### src/design/pgr_pkg.sv
// shared types and constants of the polygon grid rasterizer
package pgr_pkg;

  localparam logic CMD_WRITE_VERTEX = 1'b0;
  localparam logic CMD_TEST_CELL    = 1'b1;

  localparam logic [1:0] REG_GRID_WIDTH   = 2'd0;
  localparam logic [1:0] REG_GRID_HEIGHT  = 2'd1;
  localparam logic [1:0] REG_CELL_SIZE    = 2'd2;
  localparam logic [1:0] REG_VERTEX_COUNT = 2'd3;

  localparam int MUL_A_W   = 34;
  localparam int MUL_B_W   = 17;
  localparam int MUL_ACC_W = 67;

  localparam logic [10:0] GRID_WIDTH_RST   = 11'd1024;
  localparam logic [10:0] GRID_HEIGHT_RST  = 11'd1024;
  localparam logic [22:0] CELL_SIZE_RST    = 23'd3277;
  localparam logic [4:0]  VERTEX_COUNT_RST = 5'd0;

  typedef struct packed {
    logic [10:0] grid_width;
    logic [10:0] grid_height;
    logic [22:0] cell_size;
    logic [4:0]  vertex_count;
  } pgr_cfg_t;

  typedef struct packed {
    logic en;
    logic accum;
  } pgr_mul_ctl_t;

endpackage

### src/design/polygon_grid_rasterizer.sv
// top level: register port, vertex table, multiplier and cell test sequencer
//
// Requests arrive on the in_ channel (valid/stall). A write-vertex request
// stores one vertex in the table; it gives no result.
// A test-cell request gives one result on the out_ channel: the linear cell
// index, the inside flag and the out-of-grid flag.
// A cell test holds in_stall high until the sequencer is back in idle. The
// one 34x17 multiplier forms the cell position, the linear index and then,
// for each polygon edge that straddles the cell's row, the two 67-bit cross
// products in two passes each; out-of-grid cells and polygons under three
// vertices skip the edge tests.
// The result sits in an output register; while out_stall holds it, a new
// request is still taken, and the next result waits in the sequencer until
// the register frees. The user must write the registers through the APB
// port only while no request is in flight; the block does not enforce it.
// Reset sets grid 1024 x 1024, cell size 3277 and vertex count 0;
// the vertex table is not cleared and a slot must be written before use.
module polygon_grid_rasterizer #(
  parameter int MAX_VERTICES = 16,
  parameter int MAX_GRID_DIM = 1024
) (
  input  logic               clk,
  input  logic               rst_n,
  input  logic               psel,
  input  logic               penable,
  input  logic               pwrite,
  input  logic [3:0]         paddr,
  input  logic [31:0]        pwdata,
  output logic [31:0]        prdata,
  output logic               pready,
  input  logic               in_valid,
  output logic               in_stall,
  input  logic               in_command,
  input  logic [3:0]         in_vertex_index,
  input  logic signed [31:0] in_vertex_x,
  input  logic signed [31:0] in_vertex_y,
  input  logic [9:0]         in_cell_col,
  input  logic [9:0]         in_cell_row,
  output logic               out_valid,
  input  logic               out_stall,
  output logic [19:0]        out_cell_index,
  output logic               out_inside_res,
  output logic               out_out_of_grid
);

  localparam int AW = $clog2(MAX_VERTICES);

  pgr_pkg::pgr_cfg_t cfg_r;
  logic              cfg_wr;
  logic [1:0]        reg_sel;

  logic                          ram_wr_en;
  logic [AW-1:0]                 ram_wr_addr;
  logic [63:0]                   ram_wr_data;
  logic                          ram_rd_en;
  logic [AW-1:0]                 ram_rd_addr;
  logic [63:0]                   ram_rd_data;
  pgr_pkg::pgr_mul_ctl_t         mul_ctl;
  logic [pgr_pkg::MUL_A_W-1:0]   mul_a;
  logic [pgr_pkg::MUL_B_W-1:0]   mul_b;
  logic [pgr_pkg::MUL_ACC_W-1:0] mul_acc;

  assign pready  = 1'b1;
  assign cfg_wr  = psel && penable && pwrite;
  assign reg_sel = paddr[3:2];

  always_ff @(posedge clk) begin
    if (!rst_n) begin
      cfg_r.grid_width   <= pgr_pkg::GRID_WIDTH_RST;
      cfg_r.grid_height  <= pgr_pkg::GRID_HEIGHT_RST;
      cfg_r.cell_size    <= pgr_pkg::CELL_SIZE_RST;
      cfg_r.vertex_count <= pgr_pkg::VERTEX_COUNT_RST;
    end else if (cfg_wr) begin
      case (reg_sel)
        pgr_pkg::REG_GRID_WIDTH:   cfg_r.grid_width   <= pwdata[10:0];
        pgr_pkg::REG_GRID_HEIGHT:  cfg_r.grid_height  <= pwdata[10:0];
        pgr_pkg::REG_CELL_SIZE:    cfg_r.cell_size    <= pwdata[22:0];
        pgr_pkg::REG_VERTEX_COUNT: cfg_r.vertex_count <= pwdata[4:0];
        default: begin
        end
      endcase
    end
  end

  always_comb begin
    case (reg_sel)
      pgr_pkg::REG_GRID_WIDTH:   prdata = 32'(cfg_r.grid_width);
      pgr_pkg::REG_GRID_HEIGHT:  prdata = 32'(cfg_r.grid_height);
      pgr_pkg::REG_CELL_SIZE:    prdata = 32'(cfg_r.cell_size);
      pgr_pkg::REG_VERTEX_COUNT: prdata = 32'(cfg_r.vertex_count);
      default:                   prdata = '0;
    endcase
  end

  pgr_vtx_ram #(
    .DEPTH (MAX_VERTICES),
    .AW    (AW)
  ) u_ram (
    .clk     (clk),
    .wr_en   (ram_wr_en),
    .wr_addr (ram_wr_addr),
    .wr_data (ram_wr_data),
    .rd_en   (ram_rd_en),
    .rd_addr (ram_rd_addr),
    .rd_data (ram_rd_data)
  );

  pgr_mul u_mul (
    .clk (clk),
    .ctl (mul_ctl),
    .a   (mul_a),
    .b   (mul_b),
    .acc (mul_acc)
  );

  pgr_seq #(
    .MAX_VERTICES (MAX_VERTICES),
    .MAX_GRID_DIM (MAX_GRID_DIM),
    .AW           (AW)
  ) u_seq (
    .clk             (clk),
    .rst_n           (rst_n),
    .cfg             (cfg_r),
    .in_valid        (in_valid),
    .in_stall        (in_stall),
    .in_command      (in_command),
    .in_vertex_index (in_vertex_index),
    .in_vertex_x     (in_vertex_x),
    .in_vertex_y     (in_vertex_y),
    .in_cell_col     (in_cell_col),
    .in_cell_row     (in_cell_row),
    .out_valid       (out_valid),
    .out_stall       (out_stall),
    .out_cell_index  (out_cell_index),
    .out_inside_res  (out_inside_res),
    .out_out_of_grid (out_out_of_grid),
    .ram_wr_en       (ram_wr_en),
    .ram_wr_addr     (ram_wr_addr),
    .ram_wr_data     (ram_wr_data),
    .ram_rd_en       (ram_rd_en),
    .ram_rd_addr     (ram_rd_addr),
    .ram_rd_data     (ram_rd_data),
    .mul_ctl         (mul_ctl),
    .mul_a           (mul_a),
    .mul_b           (mul_b),
    .mul_acc         (mul_acc)
  );

endmodule

### src/design/pgr_vtx_ram.sv
// vertex table: one write port, one registered read port
module pgr_vtx_ram #(
  parameter int DEPTH = 16,
  parameter int AW    = 4
) (
  input  logic          clk,
  input  logic          wr_en,
  input  logic [AW-1:0] wr_addr,
  input  logic [63:0]   wr_data,
  input  logic          rd_en,
  input  logic [AW-1:0] rd_addr,
  output logic [63:0]   rd_data
);

  logic [63:0] mem_r [DEPTH];
  logic [63:0] rd_data_r;

  always_ff @(posedge clk) begin
    if (wr_en) begin
      mem_r[wr_addr] <= wr_data;
    end
  end

  always_ff @(posedge clk) begin
    if (rd_en) begin
      rd_data_r <= mem_r[rd_addr];
    end
  end

  assign rd_data = rd_data_r;

endmodule

### src/design/pgr_mul.sv
// shared 34x17 multiplier with shifting accumulator
module pgr_mul (
  input  logic                           clk,
  input  pgr_pkg::pgr_mul_ctl_t          ctl,
  input  logic [pgr_pkg::MUL_A_W-1:0]    a,
  input  logic [pgr_pkg::MUL_B_W-1:0]    b,
  output logic [pgr_pkg::MUL_ACC_W-1:0]  acc
);

  logic [pgr_pkg::MUL_A_W+pgr_pkg::MUL_B_W-1:0] pp;
  logic [pgr_pkg::MUL_ACC_W-1:0]                acc_r;
  logic [pgr_pkg::MUL_ACC_W-1:0]                acc_nxt;

  assign pp = a * b;

  always_comb begin
    if (ctl.accum) begin
      acc_nxt = acc_r + (pgr_pkg::MUL_ACC_W'(pp) << pgr_pkg::MUL_B_W);
    end else begin
      acc_nxt = pgr_pkg::MUL_ACC_W'(pp);
    end
  end

  always_ff @(posedge clk) begin
    if (ctl.en) begin
      acc_r <= acc_nxt;
    end
  end

  assign acc = acc_r;

endmodule

### src/design/pgr_seq.sv
// cell test sequencer, edge datapath and result register
module pgr_seq #(
  parameter int MAX_VERTICES = 16,
  parameter int MAX_GRID_DIM = 1024,
  parameter int AW           = 4
) (
  input  logic                          clk,
  input  logic                          rst_n,
  input  pgr_pkg::pgr_cfg_t             cfg,
  input  logic                          in_valid,
  output logic                          in_stall,
  input  logic                          in_command,
  input  logic [3:0]                    in_vertex_index,
  input  logic signed [31:0]            in_vertex_x,
  input  logic signed [31:0]            in_vertex_y,
  input  logic [9:0]                    in_cell_col,
  input  logic [9:0]                    in_cell_row,
  output logic                          out_valid,
  input  logic                          out_stall,
  output logic [19:0]                   out_cell_index,
  output logic                          out_inside_res,
  output logic                          out_out_of_grid,
  output logic                          ram_wr_en,
  output logic [AW-1:0]                 ram_wr_addr,
  output logic [63:0]                   ram_wr_data,
  output logic                          ram_rd_en,
  output logic [AW-1:0]                 ram_rd_addr,
  input  logic [63:0]                   ram_rd_data,
  output pgr_pkg::pgr_mul_ctl_t         mul_ctl,
  output logic [pgr_pkg::MUL_A_W-1:0]   mul_a,
  output logic [pgr_pkg::MUL_B_W-1:0]   mul_b,
  input  logic [pgr_pkg::MUL_ACC_W-1:0] mul_acc
);

  localparam logic [3:0] S_IDLE = 4'd0;
  localparam logic [3:0] S_PX   = 4'd1;
  localparam logic [3:0] S_PY   = 4'd2;
  localparam logic [3:0] S_IDX  = 4'd3;
  localparam logic [3:0] S_LDJ  = 4'd4;
  localparam logic [3:0] S_EDGE = 4'd5;
  localparam logic [3:0] S_M0   = 4'd6;
  localparam logic [3:0] S_M1   = 4'd7;
  localparam logic [3:0] S_M2   = 4'd8;
  localparam logic [3:0] S_M3   = 4'd9;
  localparam logic [3:0] S_CMP  = 4'd10;
  localparam logic [3:0] S_OUT  = 4'd11;

  localparam logic [10:0] GRID_CAP =
    (MAX_GRID_DIM > 2047) ? 11'd2047 : 11'(MAX_GRID_DIM);
  localparam logic [4:0] VTX_CAP =
    (MAX_VERTICES > 31) ? 5'd31 : 5'(MAX_VERTICES);

  localparam int PW = pgr_pkg::MUL_ACC_W;

  logic [3:0]   state_r, state_nxt;
  logic [9:0]   col_r, col_nxt;
  logic [9:0]   row_r, row_nxt;
  logic         oog_r, oog_nxt;
  logic [4:0]   n_r, n_nxt;
  logic [32:0]  px_r, px_nxt;
  logic [32:0]  py_r, py_nxt;
  logic [19:0]  idx_r, idx_nxt;
  logic signed [31:0] xj_r, xj_nxt;
  logic signed [31:0] yj_r, yj_nxt;
  logic [AW-1:0] i_r, i_nxt;
  logic         last_r, last_nxt;
  logic [33:0]  a1_r, a1_nxt;
  logic [32:0]  b1_r, b1_nxt;
  logic [33:0]  a2_r, a2_nxt;
  logic [32:0]  b2_r, b2_nxt;
  logic         s1_r, s1_nxt;
  logic         s2_r, s2_nxt;
  logic [PW-1:0] p1_r, p1_nxt;
  logic         par_r, par_nxt;
  logic         out_valid_r, out_valid_nxt;
  logic [19:0]  out_idx_r, out_idx_nxt;
  logic         out_in_r, out_in_nxt;
  logic         out_oog_r, out_oog_nxt;

  logic [10:0]  w_cl;
  logic [10:0]  h_cl;
  logic [4:0]   n_cl;

  // edge datapath
  logic signed [31:0] xi;
  logic signed [31:0] yi;
  logic signed [34:0] px35;
  logic signed [34:0] py35;
  logic signed [34:0] xi35;
  logic signed [34:0] yi35;
  logic signed [34:0] yj35;
  logic               gt_i;
  logic               gt_j;
  logic               straddle;
  logic signed [32:0] dy;
  logic               dy_neg;
  logic [32:0]        dy_mag;
  logic signed [34:0] e_raw;
  logic signed [34:0] e_val;
  logic               e_neg;
  logic [34:0]        e_mag;
  logic signed [34:0] dxp;
  logic [34:0]        dxp_mag;
  logic signed [32:0] dxj;
  logic [32:0]        dxj_mag;
  logic               is_last;
  logic               less;

  assign w_cl = (cfg.grid_width > GRID_CAP) ? GRID_CAP : cfg.grid_width;
  assign h_cl = (cfg.grid_height > GRID_CAP) ? GRID_CAP : cfg.grid_height;
  assign n_cl = (cfg.vertex_count > VTX_CAP) ? VTX_CAP : cfg.vertex_count;

  assign xi       = signed'(ram_rd_data[31:0]);
  assign yi       = signed'(ram_rd_data[63:32]);
  assign px35     = signed'({2'b00, px_r});
  assign py35     = signed'({2'b00, py_r});
  assign xi35     = 35'(xi);
  assign yi35     = 35'(yi);
  assign yj35     = 35'(yj_r);
  assign gt_i     = yi35 > py35;
  assign gt_j     = yj35 > py35;
  assign straddle = gt_i != gt_j;
  assign dy       = 33'(yj_r) - 33'(yi);
  assign dy_neg   = dy[32];
  assign dy_mag   = dy_neg ? 33'(-dy) : 33'(dy);
  assign e_raw    = py35 - yi35;
  assign e_val    = dy_neg ? -e_raw : e_raw;
  assign e_neg    = e_val[34];
  assign e_mag    = e_neg ? 35'(-e_val) : 35'(e_val);
  assign dxp      = px35 - xi35;
  assign dxp_mag  = dxp[34] ? 35'(-dxp) : 35'(dxp);
  assign dxj      = 33'(xj_r) - 33'(xi);
  assign dxj_mag  = dxj[32] ? 33'(-dxj) : 33'(dxj);
  assign is_last  = (32'(i_r) + 32'd1) == 32'(n_r);

  // signed compare of sign and magnitude pairs
  always_comb begin
    case ({s1_r, s2_r})
      2'b00:   less = p1_r < mul_acc;
      2'b11:   less = p1_r > mul_acc;
      2'b10:   less = (p1_r != '0) || (mul_acc != '0);
      default: less = 1'b0;
    endcase
  end

  assign in_stall    = state_r != S_IDLE;
  assign ram_wr_en   = in_valid && !in_stall && (in_command == pgr_pkg::CMD_WRITE_VERTEX) &&
                       (32'(in_vertex_index) < MAX_VERTICES);
  assign ram_wr_addr = AW'(in_vertex_index);
  assign ram_wr_data = {in_vertex_y, in_vertex_x};

  always_comb begin
    state_nxt     = state_r;
    col_nxt       = col_r;
    row_nxt       = row_r;
    oog_nxt       = oog_r;
    n_nxt         = n_r;
    px_nxt        = px_r;
    py_nxt        = py_r;
    idx_nxt       = idx_r;
    xj_nxt        = xj_r;
    yj_nxt        = yj_r;
    i_nxt         = i_r;
    last_nxt      = last_r;
    a1_nxt        = a1_r;
    b1_nxt        = b1_r;
    a2_nxt        = a2_r;
    b2_nxt        = b2_r;
    s1_nxt        = s1_r;
    s2_nxt        = s2_r;
    p1_nxt        = p1_r;
    par_nxt       = par_r;
    out_valid_nxt = out_valid_r;
    out_idx_nxt   = out_idx_r;
    out_in_nxt    = out_in_r;
    out_oog_nxt   = out_oog_r;
    ram_rd_en     = 1'b0;
    ram_rd_addr   = '0;
    mul_ctl       = '0;
    mul_a         = '0;
    mul_b         = '0;

    if (out_valid_r && !out_stall) begin
      out_valid_nxt = 1'b0;
    end

    case (state_r)
      S_IDLE: begin
        if (in_valid && in_command == pgr_pkg::CMD_TEST_CELL) begin
          col_nxt   = in_cell_col;
          row_nxt   = in_cell_row;
          oog_nxt   = (11'(in_cell_col) >= w_cl) || (11'(in_cell_row) >= h_cl);
          n_nxt     = n_cl;
          state_nxt = S_PX;
        end
      end
      S_PX: begin
        mul_ctl.en = 1'b1;
        mul_a      = pgr_pkg::MUL_A_W'(cfg.cell_size);
        mul_b      = pgr_pkg::MUL_B_W'(col_r);
        state_nxt  = S_PY;
      end
      S_PY: begin
        px_nxt     = mul_acc[32:0];
        mul_ctl.en = 1'b1;
        mul_a      = pgr_pkg::MUL_A_W'(cfg.cell_size);
        mul_b      = pgr_pkg::MUL_B_W'(row_r);
        state_nxt  = S_IDX;
      end
      S_IDX: begin
        py_nxt      = mul_acc[32:0];
        mul_ctl.en  = 1'b1;
        mul_a       = pgr_pkg::MUL_A_W'(w_cl);
        mul_b       = pgr_pkg::MUL_B_W'(row_r);
        ram_rd_en   = 1'b1;
        ram_rd_addr = AW'(n_r - 5'd1);
        state_nxt   = S_LDJ;
      end
      S_LDJ: begin
        idx_nxt     = mul_acc[19:0] + 20'(col_r);
        xj_nxt      = xi;
        yj_nxt      = yi;
        ram_rd_en   = 1'b1;
        ram_rd_addr = '0;
        i_nxt       = '0;
        par_nxt     = 1'b0;
        if (oog_r || n_r < 5'd3) begin
          state_nxt = S_OUT;
        end else begin
          state_nxt = S_EDGE;
        end
      end
      S_EDGE: begin
        xj_nxt      = xi;
        yj_nxt      = yi;
        ram_rd_en   = 1'b1;
        ram_rd_addr = i_r + AW'(1);
        i_nxt       = i_r + AW'(1);
        last_nxt    = is_last;
        a1_nxt      = dxp_mag[33:0];
        b1_nxt      = dy_mag;
        s1_nxt      = dxp[34];
        a2_nxt      = e_mag[33:0];
        b2_nxt      = dxj_mag;
        s2_nxt      = dxj[32] ^ e_neg;
        if (straddle) begin
          state_nxt = S_M0;
        end else if (is_last) begin
          state_nxt = S_OUT;
        end
      end
      S_M0: begin
        mul_ctl.en = 1'b1;
        mul_a      = a1_r;
        mul_b      = b1_r[16:0];
        state_nxt  = S_M1;
      end
      S_M1: begin
        mul_ctl.en    = 1'b1;
        mul_ctl.accum = 1'b1;
        mul_a         = a1_r;
        mul_b         = pgr_pkg::MUL_B_W'(b1_r[32:17]);
        state_nxt     = S_M2;
      end
      S_M2: begin
        p1_nxt     = mul_acc;
        mul_ctl.en = 1'b1;
        mul_a      = a2_r;
        mul_b      = b2_r[16:0];
        state_nxt  = S_M3;
      end
      S_M3: begin
        mul_ctl.en    = 1'b1;
        mul_ctl.accum = 1'b1;
        mul_a         = a2_r;
        mul_b         = pgr_pkg::MUL_B_W'(b2_r[32:17]);
        state_nxt     = S_CMP;
      end
      S_CMP: begin
        par_nxt = par_r ^ less;
        if (last_r) begin
          state_nxt = S_OUT;
        end else begin
          state_nxt = S_EDGE;
        end
      end
      S_OUT: begin
        if (!out_valid_r || !out_stall) begin
          out_valid_nxt = 1'b1;
          out_idx_nxt   = oog_r ? '0 : idx_r;
          out_in_nxt    = !oog_r && (n_r >= 5'd3) && par_r;
          out_oog_nxt   = oog_r;
          state_nxt     = S_IDLE;
        end
      end
      default: begin
        state_nxt = S_IDLE;
      end
    endcase
  end

  always_ff @(posedge clk) begin
    if (!rst_n) begin
      state_r     <= S_IDLE;
      out_valid_r <= 1'b0;
    end else begin
      state_r     <= state_nxt;
      out_valid_r <= out_valid_nxt;
    end
  end

  always_ff @(posedge clk) begin
    col_r     <= col_nxt;
    row_r     <= row_nxt;
    oog_r     <= oog_nxt;
    n_r       <= n_nxt;
    px_r      <= px_nxt;
    py_r      <= py_nxt;
    idx_r     <= idx_nxt;
    xj_r      <= xj_nxt;
    yj_r      <= yj_nxt;
    i_r       <= i_nxt;
    last_r    <= last_nxt;
    a1_r      <= a1_nxt;
    b1_r      <= b1_nxt;
    a2_r      <= a2_nxt;
    b2_r      <= b2_nxt;
    s1_r      <= s1_nxt;
    s2_r      <= s2_nxt;
    p1_r      <= p1_nxt;
    par_r     <= par_nxt;
    out_idx_r <= out_idx_nxt;
    out_in_r  <= out_in_nxt;
    out_oog_r <= out_oog_nxt;
  end

  assign out_valid       = out_valid_r;
  assign out_cell_index  = out_idx_r;
  assign out_inside_res  = out_in_r;
  assign out_out_of_grid = out_oog_r;

endmodule

### config.mk
export PLATFORM = sky130hd
export DESIGN_NAME = polygon_grid_rasterizer
export DESIGN_NICKNAME = d
export VERILOG_FILES = /design/src/design/pgr_pkg.sv /design/src/design/polygon_grid_rasterizer.sv /design/src/design/pgr_vtx_ram.sv /design/src/design/pgr_mul.sv /design/src/design/pgr_seq.sv
export SDC_FILE = /design/constraint.sdc
export NUM_CORES = 2
export LEC_CHECK = 0
export ABC_AREA = 1
export BUFFER_PORTS_ARGS = -buffer_cell sky130_fd_sc_hd__buf_2
export CORE_UTILIZATION = 65
export CTS_BUF_LIST = sky130_fd_sc_hd__clkbuf_8
export DETAILED_ROUTE_END_ITERATION = 7
export PLACE_DENSITY = 0.79
export SLEW_MARGIN = 20
export SYNTH_ARGS = -nofsm -noshare
export SYNTH_HDL_FRONTEND = slang
export SYNTH_HIERARCHICAL = 1
export SYNTH_SLANG_ARGS = --single-unit
### constraint.sdc
create_clock -name clk -period 12.95 [get_ports clk]
set_input_delay 2.59 -clock clk [delete_from_list [all_inputs] [get_ports clk]]
set_output_delay 2.59 -clock clk [all_outputs]
set_load 0.02 [all_outputs]
==> metrics.txt <==
number of port buffers=167; final setup fails=0; FMAX=86.2 MHz; antenna viol nets, final=0; R2R setup slack=1.35 ns; Critical Path End Type=flip-flop; Max transition margin=0.200; crit path DAT=12.32 ns; Primary FF master, synth=edfxtp_1; final worst-path cycle share=0.896; Synth warnings=6; number of max-cap violations=0; Post-CTS Setup Inserts=0; library cells used by synthesis=72; Resized cells post-CTS=0; DP HPWL=227000 um; Slew Limit Fails=0; Die Wd=408 um; Site Rows=148; Worst Tran Pin Value=1.20 ns; Layout fillers=12400; Avg Inst Size Synth=8.63 um2; initial antenna violation count=29; Hold WC Path Type=flip-flop to flip-flop; PD cells=224 nW/um2; Reg clk slew, reported paths=0.08 ns; CTS max path bufs=4; Hold Vio Cnt, Final=0; die area=166000 um2; crit path max-delay cell type=nand3_1; EDFF count, synth=1562; setup TNS=0 ns; vias in the first global route=83263; R2R Path End=u_mul/acc[58]; Startpoint Class=flip-flop; # clock sinks=1617; GRT Residual Overflow=0; Synth-to-Final Area Change=6.44%; Core ar.=163000 um2; Synth top area share=0.438; crit path launch=u_seq/state_r[1]; routability cong.=1.05; sequential-to-total area share from yosys stat=0.448; Critical Path Fanout Max=18; status=finished, final reports clean; Pre-antenna DRT Iters=7; leakage power=0.0533 uW; drc violations=0; first-pass GRT wire length=478000 um; layout cell share with drive strength beyond 1=0.0717; post-route clock skew=0.0986 ns; slowest stage delay, CP=0.92 ns; CP dominant cell by count=inv_1; kind of critical path=flip-flop to flip-flop; H-tree depth=5; hold path depth=0; Top Ports=189; via count=85536; Mapped Cells=12416; Util after Layout=0.699; total CTS buffers=285; Via-to-Cell Ratio=5.76; WL/cell=21.4 um; drt total wl=318000 um; Synth Cell Area=107000 um2; Worst-Skew Late Latency=1.03 ns; Endpoint, Worst Hold=u_seq/xj_r[12]; Initial Util=0.657; ys async rst share=0; Synth area leaders=edfxtp_1, nand2_1, fa_1; First DRT Iteration DRCs=9332; R2R depth=37; Die H=408 um; unrepaired setup endpoints after global routing=no; post-synth top area cell=edfxtp_1; largest net degree at the start of global routing=206; Final nets=13550; worst r2r src=u_seq/state_r[1]; Yosys reg bits=1617; CTS tree=done; CTS Root Cell=clkbuf_8; Max VDD drop=348 uV; hold_buf cts=0; worst endpoint required time=13.67 ns; Total GRT Usage=0.379; Tmin final=11.60 ns; min-delay src=u_ram/rd_data[12]
==> stage by stage <==
| stage | hold WS [ns] | setup slack (ns) | std cells | total power, uW | cell area, um2 |
|---|---|---|---|---|---|
| 2_1_floorplan | 0.426 | 2.75 | 12424 | 16200 | 107000 |
| 3_3_place_gp | 0.433 | 1.83 | 14373 | 20700 | 109000 |
| 3_5_place_dp | 0.435 | 1.85 | 14373 | 20900 | 109000 |
| 4_1_cts | 0.414 | 1.76 | 14845 | 25300 | 114000 |
| 5_1_grt | 0.440 | 1.04 | 14854 | 27100 | 114000 |
| 6_report | 0.408 | 1.35 | 14858 | 25600 | 114000 |
==> cell usage in the layout, fill, tap and decap left out, types with 19 or more instances in the layout <==
cell type,count
fa_1,485
o211ai_1,25
nor3_1,60
o21bai_1,29
o21ai_1,34
xor2_1,180
nand4_1,117
nand3_1,1139
a22oi_1,22
dfxtp_1,55
xnor2_1,68
a21oi_1,348
nor4_1,49
clkbuf_8,292
nor2_4,35
buf_2,167
inv_2,52
a22o_1,20
edfxtp_1,1562
nand2_2,79
clkinv_2,24
ha_1,447
nand2_1,3470
nor2_1,742
buf_4,102
clkinv_1,74
and2_1,19
nor2_2,40
inv_1,2467
a21o_1,35
o21ai_0,192
==> synth_stat cells, drive strengths merged (19+ instances only) <==
master  number
a21o        35
a21oi      361
a22o        20
a22oi       22
and2        20
buf        306
clkbuf     192
dfxtp       55
edfxtp    1562
fa         485
ha         447
inv       2457
nand2     3554
nand3     1157
nand3b      19
nand4      117
nor2       817
nor3        71
nor4        53
o211ai      25
o21ai      236
o21bai      30
xnor2       70
xor2       185
==> sequential cells by signal, summed over array words and instances (netlist names), 4 cells and up <==
name / flops
u_ram/mem_r: 1024
u_mul/acc: 67
u_seq/p1_r: 67
u_ram/rd_data: 64
cfg_r: 50
u_seq/a1_r: 34
u_seq/a2_r: 34
u_seq/b1_r: 33
u_seq/b2_r: 33
u_seq/px_r: 33
u_seq/py_r: 33
u_seq/xj_r: 32
u_seq/yj_r: 32
u_seq/idx_r: 20
u_seq/out_cell_index: 20
u_seq/col_r: 10
u_seq/row_r: 10
u_seq/n_r: 5
u_seq/i_r: 4
u_seq/state_r: 4
==> cell type report <==
cell class,count,area (um2),area share
Sequential cell,1617,48000,0.421
Clock inverter,180,945,0.00829
Multi-Input combinational cell,7847,47300,0.415
Tap cell,2175,2720,0.0239
Timing Repair Buffer,273,1690,0.0148
Clock buffer,292,4020,0.0353
Inverter,2462,9270,0.0813
Antenna cell,12,30.0,0.000263
==> cells by family (layout without fill, tap and decap cells) <==
logic type               after synthesis  count (layout)  share of synthesized area
AO/OA/AOI/OAI                        814             814                     0.0443
XOR/XNOR                             255             255                     0.0213
adder cells (fa/ha/maj)              932             932                      0.143
buffers and inverters               2960            3207                      0.113
flip-flops                          1617            1617                      0.448
other                                  2              22                  0.0000701
AND/OR/NAND/NOR                     5836            5836                      0.230
==> how the worst max path moves through the flow <==
stage and end:
2_1_floorplan u_mul/acc[61], 3_3_place_gp u_mul/acc[66], 3_5_place_dp u_mul/acc[58], 4_1_cts u_mul/acc[58]
5_1_grt u_mul/acc[51], 6_report u_mul/acc[58]
==> worst max-delay path, delay by kind of cell (launching register included) <==
kind,cells,cell delay [ns]
AND/OR/NAND/NOR,11,2.55
AO/OA/AOI/OAI,7,1.83
adder cells (fa/ha/maj),8,3.96
flip-flops,1,0.84
XOR/XNOR,1,0.74
buffers and inverters,10,1.40
==> power breakdown <==
part	switching, uW	internal (uW)	total [uW]
clock	2040	2220	4260
sequential	415	6570	6990
combinational	10300	4070	14300
==> layer usage <==
metal | routed length (um) | GRT usage | up-vias | share of wire
met5 | 215 | 0 | - | 0.00068
met4 | 16900 | 0.199 | 32 | 0.053
met3 | 30600 | 0.0720 | 952 | 0.096
met2 | 150000 | 0.613 | 4721 | 0.47
met1 | 120000 | 0.485 | 40454 | 0.38
li1 | - | - | 39377 | -
Note: power is estimated with default switching activity, not from simulation.
